<file path="config.mk">
export PLATFORM = sky130hd
export DESIGN_NAME = binary_box_blur_majority_core
export DESIGN_NICKNAME = d
export VERILOG_FILES = /design/src/hdl/bbbm_pkg.sv /design/src/hdl/bbbm_out_buf.sv /design/src/hdl/binary_box_blur_majority_core.sv
export VERILOG_INCLUDE_DIRS = /design/src /design/src/hdl
export SDC_FILE = /design/constraint.sdc
export NUM_CORES = 2
export LEC_CHECK = 0
export BUFFER_PORTS_ARGS = -buffer_cell sky130_fd_sc_hd__buf_2
export CORE_UTILIZATION = 46
export CTS_CLUSTER_SIZE = 12
export DETAILED_ROUTE_END_ITERATION = 12
export PLACE_DENSITY_LB_ADDON = 0.15
export RECOVER_POWER = 100
export SKIP_CTS_REPAIR_TIMING = 1
export SLEW_MARGIN = 20
export SYNTH_ARGS = -nofsm -noshare
export SYNTH_HDL_FRONTEND = slang
export SYNTH_SLANG_ARGS = --single-unit
</file>
<file path="constraint.sdc">
create_clock -name clk -period 33.9 [get_ports clk]
set_input_delay 8.475 -clock clk [delete_from_list [all_inputs] [get_ports clk]]
set_output_delay 8.475 -clock clk [all_outputs]
set_load 0.02 [all_outputs]
</file>
<file path="src/hdl/binary_box_blur_majority_core_macros.svh">
// Assertion macros shared by the blur core RTL.
// Each macro expects clk and arst_n in the scope where it is used.
`ifndef BINARY_BOX_BLUR_MAJORITY_CORE_MACROS_SVH
`define BINARY_BOX_BLUR_MAJORITY_CORE_MACROS_SVH

// Same-cycle implication.
`define BBBM_AST_IMP(label, ante, cons) \
	label: assert property (@(posedge clk) disable iff (!arst_n) (ante) |-> (cons)) \
		else $error("bbbm assertion failed");

// Next-cycle implication.
`define BBBM_AST_NXT(label, ante, cons) \
	label: assert property (@(posedge clk) disable iff (!arst_n) (ante) |=> (cons)) \
		else $error("bbbm assertion failed");

`endif

</file>
<file path="src/hdl/bbbm_pkg.sv">
// Package for the binary box blur majority core: sizes, result type, helpers.
// No dependencies; imported by every module of the core.
package bbbm_pkg;

	localparam int BLUR_RADIUS = 2;
	localparam int MAX_LINE    = 128;
	localparam int DIAM        = 2 * BLUR_RADIUS + 1;
	localparam int HALF_AREA   = (DIAM * DIAM) / 2;

	localparam int CELL_W   = $clog2(MAX_LINE);
	localparam int LMOD_W   = (DIAM > 1) ? $clog2(DIAM) : 1;
	localparam int COL_W    = $clog2(DIAM + 1);
	localparam int WIN_W    = $clog2(DIAM * DIAM + 1);
	localparam int LS_DEPTH = DIAM * MAX_LINE;
	localparam int LS_AW    = $clog2(LS_DEPTH);

	localparam int SIZE_W  = 8;
	localparam int COORD_W = 12;
	localparam int CFG_W   = 12;
	localparam int CFG_IW  = 2;

	typedef enum logic [CFG_IW-1:0] {
		REG_LINE_LENGTH = 2'd0,
		REG_LINE_COUNT  = 2'd1,
		REG_ORIGIN_ROW  = 2'd2,
		REG_ORIGIN_COL  = 2'd3
	} cfg_reg_t;

	typedef struct packed {
		logic [COORD_W-1:0] grid_row;
		logic [COORD_W-1:0] grid_col;
		logic               blurred_occupied;
		logic               last_of_patch;
	} bbbm_result_t;

	function automatic logic [SIZE_W-1:0] clamp_size(input logic [SIZE_W-1:0] v);
		logic [SIZE_W-1:0] r;
		r = v;
		if (v == '0) begin
			r = SIZE_W'(1);
		end else if (int'(v) > MAX_LINE) begin
			r = SIZE_W'(MAX_LINE);
		end
		return r;
	endfunction

endpackage

</file>
<file path="src/hdl/bbbm_out_buf.sv">
// Two-entry result queue (head register plus skid) in front of the output port.
// Depends on bbbm_pkg for the result type and on the core macro header.
`include "binary_box_blur_majority_core_macros.svh"

module bbbm_out_buf
	import bbbm_pkg::*;
(
	input  logic         clk,
	input  logic         arst_n,
	input  logic         push,
	input  bbbm_result_t push_data,
	output logic         full,
	output logic         out_valid,
	input  logic         out_stall,
	output bbbm_result_t out_data
);

	logic         head_v_q;
	logic         skid_v_q;
	bbbm_result_t head_q;
	bbbm_result_t skid_q;
	logic         pop;

	assign pop       = head_v_q && !out_stall;
	assign full      = head_v_q && skid_v_q;
	assign out_valid = head_v_q;
	assign out_data  = head_q;

	always_ff @(posedge clk or negedge arst_n) begin
		if (!arst_n) begin
			head_v_q <= 1'b0;
			skid_v_q <= 1'b0;
		end else if (!head_v_q || pop) begin
			if (skid_v_q) begin
				head_v_q <= 1'b1;
				skid_v_q <= push;
			end else begin
				head_v_q <= push;
			end
		end else if (push) begin
			skid_v_q <= 1'b1;
		end
	end

	always_ff @(posedge clk) begin
		if (!head_v_q || pop) begin
			if (skid_v_q) begin
				head_q <= skid_q;
				skid_q <= push_data;
			end else begin
				head_q <= push_data;
			end
		end else if (push) begin
			skid_q <= push_data;
		end
	end

	`BBBM_AST_IMP(a_skid_behind_head, !head_v_q, !skid_v_q)
	`BBBM_AST_IMP(a_no_push_when_full, push, !full)
	`BBBM_AST_NXT(a_drain_last, pop && !skid_v_q && !push, !head_v_q)

endmodule

</file>
<file path="src/hdl/binary_box_blur_majority_core.sv">
// Binary box blur with majority threshold: one cell per beat in, one result per window.
// Path: s1 register, then output queue head; one beat per cycle while in_stall is low.
// Rate is set by the single read-modify-write pass on the line and column-sum stores.
// Input stalls only while a result waits and the two-entry output queue is full.
// Reset clears counters and registers (length/count 128, origins 0); stores are not cleared.
// Depends on bbbm_pkg, bbbm_out_buf and the core macro header.
`include "binary_box_blur_majority_core_macros.svh"

module binary_box_blur_majority_core
	import bbbm_pkg::*;
(
	input  logic                clk,
	input  logic                arst_n,
	input  logic                cfg_we,
	input  logic [CFG_IW-1:0]   cfg_index,
	input  logic [CFG_W-1:0]    cfg_data,
	input  logic                in_valid,
	output logic                in_stall,
	input  logic                occupied,
	output logic                out_valid,
	input  logic                out_stall,
	output logic [COORD_W-1:0]  grid_row,
	output logic [COORD_W-1:0]  grid_col,
	output logic                blurred_occupied,
	output logic                last_of_patch
);

	logic [SIZE_W-1:0]  len_q, cnt_q;
	logic [COORD_W-1:0] org_row_q, org_col_q;
	logic [CELL_W-1:0]  cell_q, line_q;
	logic [LMOD_W-1:0]  lmod_q;
	logic [WIN_W-1:0]   win_q;
	logic [COL_W-1:0]   dly_q [DIAM];

	logic               ls_mem [LS_DEPTH];
	logic [COL_W-1:0]   cs_mem [MAX_LINE];

	logic               valid_s1;
	logic               bit_s1, res_s1, last_s1, fwd_s1, ls_rd_s1;
	logic [CELL_W-1:0]  c_s1, l_s1;
	logic [LS_AW-1:0]   ls_addr_s1;
	logic [COL_W-1:0]   cs_rd_s1, fwdv_s1;

	logic [SIZE_W-1:0]  len_eff, cnt_eff;
	logic               accept, line_end, patch_end, res_now;
	logic [LS_AW-1:0]   ls_addr;
	logic               s1_done, q_full;
	logic [COL_W-1:0]   col_base, col_sum, col;
	logic [WIN_W-1:0]   win_base, win_add, win_old, win;
	bbbm_result_t       res_data, out_data;

	cfg_reg_t cfg_sel;
	assign cfg_sel = cfg_reg_t'(cfg_index);

	always_ff @(posedge clk or negedge arst_n) begin
		if (!arst_n) begin
			len_q     <= SIZE_W'(128);
			cnt_q     <= SIZE_W'(128);
			org_row_q <= '0;
			org_col_q <= '0;
		end else if (cfg_we) begin
			case (cfg_sel)
				REG_LINE_LENGTH: len_q     <= cfg_data[SIZE_W-1:0];
				REG_LINE_COUNT:  cnt_q     <= cfg_data[SIZE_W-1:0];
				REG_ORIGIN_ROW:  org_row_q <= cfg_data[COORD_W-1:0];
				REG_ORIGIN_COL:  org_col_q <= cfg_data[COORD_W-1:0];
				default: ;
			endcase
		end
	end

	// front: position counters and store addressing
	assign len_eff   = clamp_size(len_q);
	assign cnt_eff   = clamp_size(cnt_q);
	assign line_end  = (9'(cell_q) + 9'd1) >= 9'(len_eff);
	assign patch_end = line_end && ((9'(line_q) + 9'd1) >= 9'(cnt_eff));
	assign res_now   = (int'(line_q) >= 2 * BLUR_RADIUS) && (int'(cell_q) >= 2 * BLUR_RADIUS);
	assign ls_addr   = LS_AW'(int'(lmod_q) * MAX_LINE + int'(cell_q));

	assign in_stall = valid_s1 && res_s1 && q_full;
	assign accept   = in_valid && !in_stall;
	assign s1_done  = valid_s1 && !(res_s1 && q_full);

	always_ff @(posedge clk or negedge arst_n) begin
		if (!arst_n) begin
			cell_q   <= '0;
			line_q   <= '0;
			lmod_q   <= '0;
			valid_s1 <= 1'b0;
		end else begin
			if (accept) begin
				if (patch_end) begin
					cell_q <= '0;
					line_q <= '0;
					lmod_q <= '0;
				end else if (line_end) begin
					cell_q <= '0;
					line_q <= line_q + CELL_W'(1);
					lmod_q <= (int'(lmod_q) == DIAM - 1) ? '0 : lmod_q + LMOD_W'(1);
				end else begin
					cell_q <= cell_q + CELL_W'(1);
				end
			end
			if (accept) begin
				valid_s1 <= 1'b1;
			end else if (s1_done) begin
				valid_s1 <= 1'b0;
			end
		end
	end

	always_ff @(posedge clk) begin
		if (accept) begin
			bit_s1     <= occupied;
			c_s1       <= cell_q;
			l_s1       <= line_q;
			res_s1     <= res_now;
			last_s1    <= patch_end;
			ls_addr_s1 <= ls_addr;
			fwd_s1     <= s1_done && (c_s1 == cell_q);
			fwdv_s1    <= col;
		end
	end

	// stores: read on accept, written when the item leaves s1
	always_ff @(posedge clk) begin
		if (accept) begin
			ls_rd_s1 <= ls_mem[ls_addr];
			cs_rd_s1 <= cs_mem[cell_q];
		end
		if (s1_done) begin
			ls_mem[ls_addr_s1] <= bit_s1;
			cs_mem[c_s1]       <= col;
		end
	end

	// s1: column and window sums
	assign col_base = (l_s1 == '0) ? '0 : (fwd_s1 ? fwdv_s1 : cs_rd_s1);
	assign col_sum  = col_base + COL_W'(bit_s1);
	assign col      = ((int'(l_s1) >= DIAM) && (col_sum >= COL_W'(ls_rd_s1))) ?
		col_sum - COL_W'(ls_rd_s1) : col_sum;

	assign win_base = (c_s1 == '0) ? '0 : win_q;
	assign win_add  = win_base + WIN_W'(col);
	assign win_old  = WIN_W'(dly_q[DIAM-1]);
	assign win      = (int'(c_s1) >= DIAM) ?
		((win_add >= win_old) ? win_add - win_old : '0) : win_add;

	always_ff @(posedge clk or negedge arst_n) begin
		if (!arst_n) begin
			win_q <= '0;
		end else if (s1_done) begin
			win_q <= last_s1 ? '0 : win;
		end
	end

	always_ff @(posedge clk) begin
		if (s1_done) begin
			dly_q[0] <= col;
			for (int i = 1; i < DIAM; i++) begin
				dly_q[i] <= dly_q[i-1];
			end
		end
	end

	assign res_data.grid_row         = org_row_q + COORD_W'(c_s1) - COORD_W'(BLUR_RADIUS);
	assign res_data.grid_col         = org_col_q + COORD_W'(l_s1) - COORD_W'(BLUR_RADIUS);
	assign res_data.blurred_occupied = win > WIN_W'(HALF_AREA);
	assign res_data.last_of_patch    = last_s1;

	bbbm_out_buf u_out_buf (
		.clk       (clk),
		.arst_n    (arst_n),
		.push      (s1_done && res_s1),
		.push_data (res_data),
		.full      (q_full),
		.out_valid (out_valid),
		.out_stall (out_stall),
		.out_data  (out_data)
	);

	assign grid_row         = out_data.grid_row;
	assign grid_col         = out_data.grid_col;
	assign blurred_occupied = out_data.blurred_occupied;
	assign last_of_patch    = out_data.last_of_patch;

	`BBBM_AST_NXT(a_patch_wrap, accept && patch_end, cell_q == '0 && line_q == '0 && lmod_q == '0)
	`BBBM_AST_NXT(a_s1_hold, valid_s1 && !s1_done, valid_s1 && $stable(c_s1) && $stable(l_s1))
	`BBBM_AST_NXT(a_col_forward, accept && s1_done && (c_s1 == cell_q), fwd_s1)

endmodule
</file>
==> out/qor.txt <==
YOSYS
-------------------------------------------------------------------------------------
Async set or reset register ratio after synthesis                               5.49%
Dominant cell type by area after synthesis                               sky130_fd_sc_hd__edfxtp_1
Number of register bits inferred by synthesis                                    1184
Count of cell types in the netlist                                                 61
Share of synthesized area occupied by flip-flops and latches                    68.2%
Yosys warns                                                                         0
Most frequent cell after synthesis                                       sky130_fd_sc_hd__edfxtp_1
Number of synthesized flops with an enable pin                                   1119
Share of the synthesized area in the top cell type                              65.1%
Leading post-synthesis cells by cell area                                sky130_fd_sc_hd__edfxtp_1 (65%), sky130_fd_sc_hd__mux4_2 (7.9%), sky130_fd_sc_hd__nor2_1 (5.4%)
Syn Nets                                                                         3686
Netlist area before placement                                              0.0516 mm²
Avg Inst Size Synth                                                          14.4 µm²
Main flop type after synthesis                                           sky130_fd_sc_hd__edfxtp_1
Gate count after technology mapping                                              3596
Commonest cells in the netlist                                           sky130_fd_sc_hd__edfxtp_1 (1119), sky130_fd_sc_hd__nor2_1 (741), sky130_fd_sc_hd__nand2_1 (247)

CLOCK NETWORK
-------------------------------------------------------------------------------------
Clock latency of the later-clocked register in the worst-skew pair            0.72 ns
Clk slew on worst S/H paths                                                   0.06 ns
CTS tree                                                                        built
H-tree lvl count                                                                    3
TritonCTS Buffers                                                                 121
CTS Buffer Depth                                                                    3
Number of sinks driven by the clock tree                                         1184
Clock Tree Root                                                          sky130_fd_sc_hd__clkbuf_16

SETUP PATH
-------------------------------------------------------------------------------------
CP max stage delay                                                            2.49 ns
Largest fanout of any net on the critical path                                     65
Critical-path top delay cell                                             sky130_fd_sc_hd__clkbuf_1
Kind of launch point of the worst setup path                             primary input
Buf+Inv Stages, Crit Path                                                           2
Delay-heaviest family, CP                                                buffers and inverters
Startpoint-to-endpoint class of the critical path                        primary input to async pin
Kind of end point of the critical path                                      async pin
Required time of the worst setup path                                        33.39 ns
Signal arrival time at the worst endpoint                                    11.06 ns
CP cell instances                                                        buf_2 -> clkbuf_1

RUN STATUS
-------------------------------------------------------------------------------------
Violated checks                                                          capacitance limit, slew limit
Result of the run                                                        finished, violations left

GLOBAL ROUTE
-------------------------------------------------------------------------------------
First-pass GRT wire length                                                  196000 µm
Antenna violations before repair                                                    2
Pin count of the biggest net entering global routing                              124
Number of global-route vias before repair                                       29.3k
Final global-route overflow total                                                   0
Global routing usage summed across all routing layers                           23.5%

TIMING
-------------------------------------------------------------------------------------
Rel. slew slack                                                                 -220%
Time the worst path needs with I/O delays and setup                          11.56 ns
Final-layout setup total negative slack                                          0 ns
Setup slack after layout                                                     22.34 ns
Post-Route Skew                                                             0.0317 ns
Number of max-slew violations in the final report                                1548
Maximum clock frequency                                                      86.5 MHz
Unrepaired setup endpoints after global routing                                    no
Number of endpoints failing setup at the final stage                                0
Share of the clock period used by the worst path                                34.1%
Actual transition at the worst max-transition pin                             4.80 ns
Hold Violations, Final                                                              0

ROUTING
-------------------------------------------------------------------------------------
Final antenna-violating net count                                                   0
Average routed wire per standard cell                                         25.4 µm
Final routed DRC violation total                                                    0
Total iterations of the first detailed-routing run                                  5
Count of routing violations after the opening detailed-route iteration           3372
Number of vias per cell after detailed routing                                   5.76
Sum of routed wire length over all layers                                   132000 µm
Routed vias                                                                     29.9k

POWER AND IR DROP
-------------------------------------------------------------------------------------
Sequential share of power                                                       41.9%
Combinational power share                                                       32.2%
Power density over the cells                                              85.3 mW/mm²
Power Internal                                                                3.19 mW
Leakage power                                                                 19.5 nW
Net switching share of the total power                                          34.1%
Sw Pwr                                                                        1.65 mW
Worst vdd rail ir drop                                                       0.105 mV
Relative contribution of the clock network to total power                       25.9%

FLOORPLAN
-------------------------------------------------------------------------------------
Die Y-Extent                                                                   337 µm
Area of the die                                                             0.114 mm²
Area of the placeable core                                                  0.111 mm²
Effective utilization at floorplan                                              46.5%
Width of the chip                                                              337 µm
Io pins                                                                            48
Std cell rows                                                                     122

MIN PATH
-------------------------------------------------------------------------------------
Worst Hold Class                                                         flip-flop to flip-flop

PLACED DESIGN
-------------------------------------------------------------------------------------
Final estimated routing congestion in global placement                          0.906
DPL Wire Length                                                              82700 µm
Number of buffers added on ports                                                   47
Pre-CTS WS                                                                   23.67 ns

CELLS AND AREA
-------------------------------------------------------------------------------------
Syn-to-layout area delta                                                        9.97%
Fraction of layout instances using a drive strength above 1                     12.4%
Diode insertion count for antenna repair                                            0
Layout net count                                                                 3709

JOB
-------------------------------------------------------------------------------------
Number of max-cap violations                                                       27

[stage by stage]
step                utilization (%)  power (mW)  area, µm²  std cells  hold WS, ns
finish                         51.2        4.84      56800       5200        0.414
global route                   51.2        5.06      56800       5200        0.420
CTS                            51.3        4.85      56900       5199        0.413
detailed placement             48.0        3.60      53300       4983        0.405
global placement               48.0        3.58      53300       4983        0.402
floorplan                         -        3.10      51600       3596        0.400
[routing by layer]
| metal | track usage, % | vias to the layer above | wire length [µm] |
|---|---|---|---|
| met5 | 0 | - | 13 |
| met2 | 36.3 | 1037 | 60800 |
| met1 | 33.4 | 15360 | 56900 |
| li1 | - | 13301 | - |
| met3 | 4.44 | 238 | 9940 |
| met4 | 8.07 | 2 | 4350 |
[cell type report]
class                      count  area [µm²]
multi-input combinational   1981       14600
clock buffer                 171        3340
tap                         1488        1860
clock inverter                45         305
inverter                     229         861
fill                        9508       54200
sequential                  1184       35200
timing repair buffer         102         569
[cells by family after synthesis]
group	count (synthesis)	share of synthesized area [%]
fa+ha+maj	70	1.75
flops	1184	68.2
compound gates	328	4.34
mux	419	12.7
xor+xnor	37	0.628
simple gates	1127	8.79
buf+inv	431	3.58
[power by group through the flow]
stage	combinational (mW)	clock [mW]	sequential, mW
floorplan	1.01	0	2.09
global placement	1.56	0	2.02
detailed placement	1.58	0	2.02
CTS	1.58	1.28	1.99
global route	1.68	1.33	2.05
finish	1.56	1.26	2.03
[worst paths after layout]
| kind | from | endpoint | slack, ns | depth (start not counted) |
|---|---|---|---|---|
| worst min-delay path | dly_q[0][10]$_DFFE_PP_ | dly_q[0][13]$_DFFE_PP_ | 0.41 | 0 |
| min in group asynchronous | arst_n | u_out_buf.out_valid$_DFFE_PN0N_ | 9.09 | 2 |
| worst max-delay path | arst_n | cell_q[3]$_DFFE_PN0P_ | 22.34 | 2 |
| worst min register to register | dly_q[0][10]$_DFFE_PP_ | dly_q[0][13]$_DFFE_PP_ | 0.41 | 0 |
| worst max register to register | cell_q[0]$_DFFE_PN0P_ | cs_rd_s1[2]$_DFFE_PP_ | 23.42 | 8 |
| max in group clk | out_stall | u_out_buf.skid_q[10]$_DFFE_PP_ | 23.05 | 6 |
[registers in the layout, summed over array words and instances, names as in the netlist, 3 cells and up]
signal,cells
cs_mem,384
win_q,5
org_row_q,12
fwdv_s1,3
ls_mem,640
org_col_q,12
lmod_q,3
len_q,8
line_q,7
u_out_buf.skid_q,26
cell_q,7
c_s1,6
u_out_buf.out_data,26
ls_addr_s1,4
cnt_q,8
cs_rd_s1,3
l_s1,7
dly_q,15
[cell usage in the layout (no fill, tap or decap), types with 7 or more instances in the layout]
master	n
sky130_fd_sc_hd__o21ai_0	53
sky130_fd_sc_hd__o22ai_1	37
sky130_fd_sc_hd__a22oi_1	10
sky130_fd_sc_hd__clkinv_2	15
sky130_fd_sc_hd__nor3_1	37
sky130_fd_sc_hd__mux4_2	182
sky130_fd_sc_hd__dfrtp_1	61
sky130_fd_sc_hd__mux2i_1	176
sky130_fd_sc_hd__mux2_2	60
sky130_fd_sc_hd__clkbuf_16	127
sky130_fd_sc_hd__buf_2	16
sky130_fd_sc_hd__nand2_1	244
sky130_fd_sc_hd__clkbuf_1	101
sky130_fd_sc_hd__xnor2_1	32
sky130_fd_sc_hd__nand3b_1	10
sky130_fd_sc_hd__clkinv_1	27
sky130_fd_sc_hd__ha_1	66
sky130_fd_sc_hd__a211oi_1	10
sky130_fd_sc_hd__a21oi_1	71
sky130_fd_sc_hd__nand3_1	24
sky130_fd_sc_hd__buf_4	25
sky130_fd_sc_hd__nor2b_1	10
sky130_fd_sc_hd__inv_1	223
sky130_fd_sc_hd__edfxtp_1	1119
sky130_fd_sc_hd__o221ai_1	74
sky130_fd_sc_hd__nor2_1	737
sky130_fd_sc_hd__and2_1	7
sky130_fd_sc_hd__nor4_1	7
sky130_fd_sc_hd__nand4_1	10
sky130_fd_sc_hd__a22o_1	7
sky130_fd_sc_hd__nand2b_1	8
sky130_fd_sc_hd__or3_1	7
sky130_fd_sc_hd__o31ai_1	10
sky130_fd_sc_hd__a21o_1	12
No activity file was read; power rests on OpenSTA's default activity.
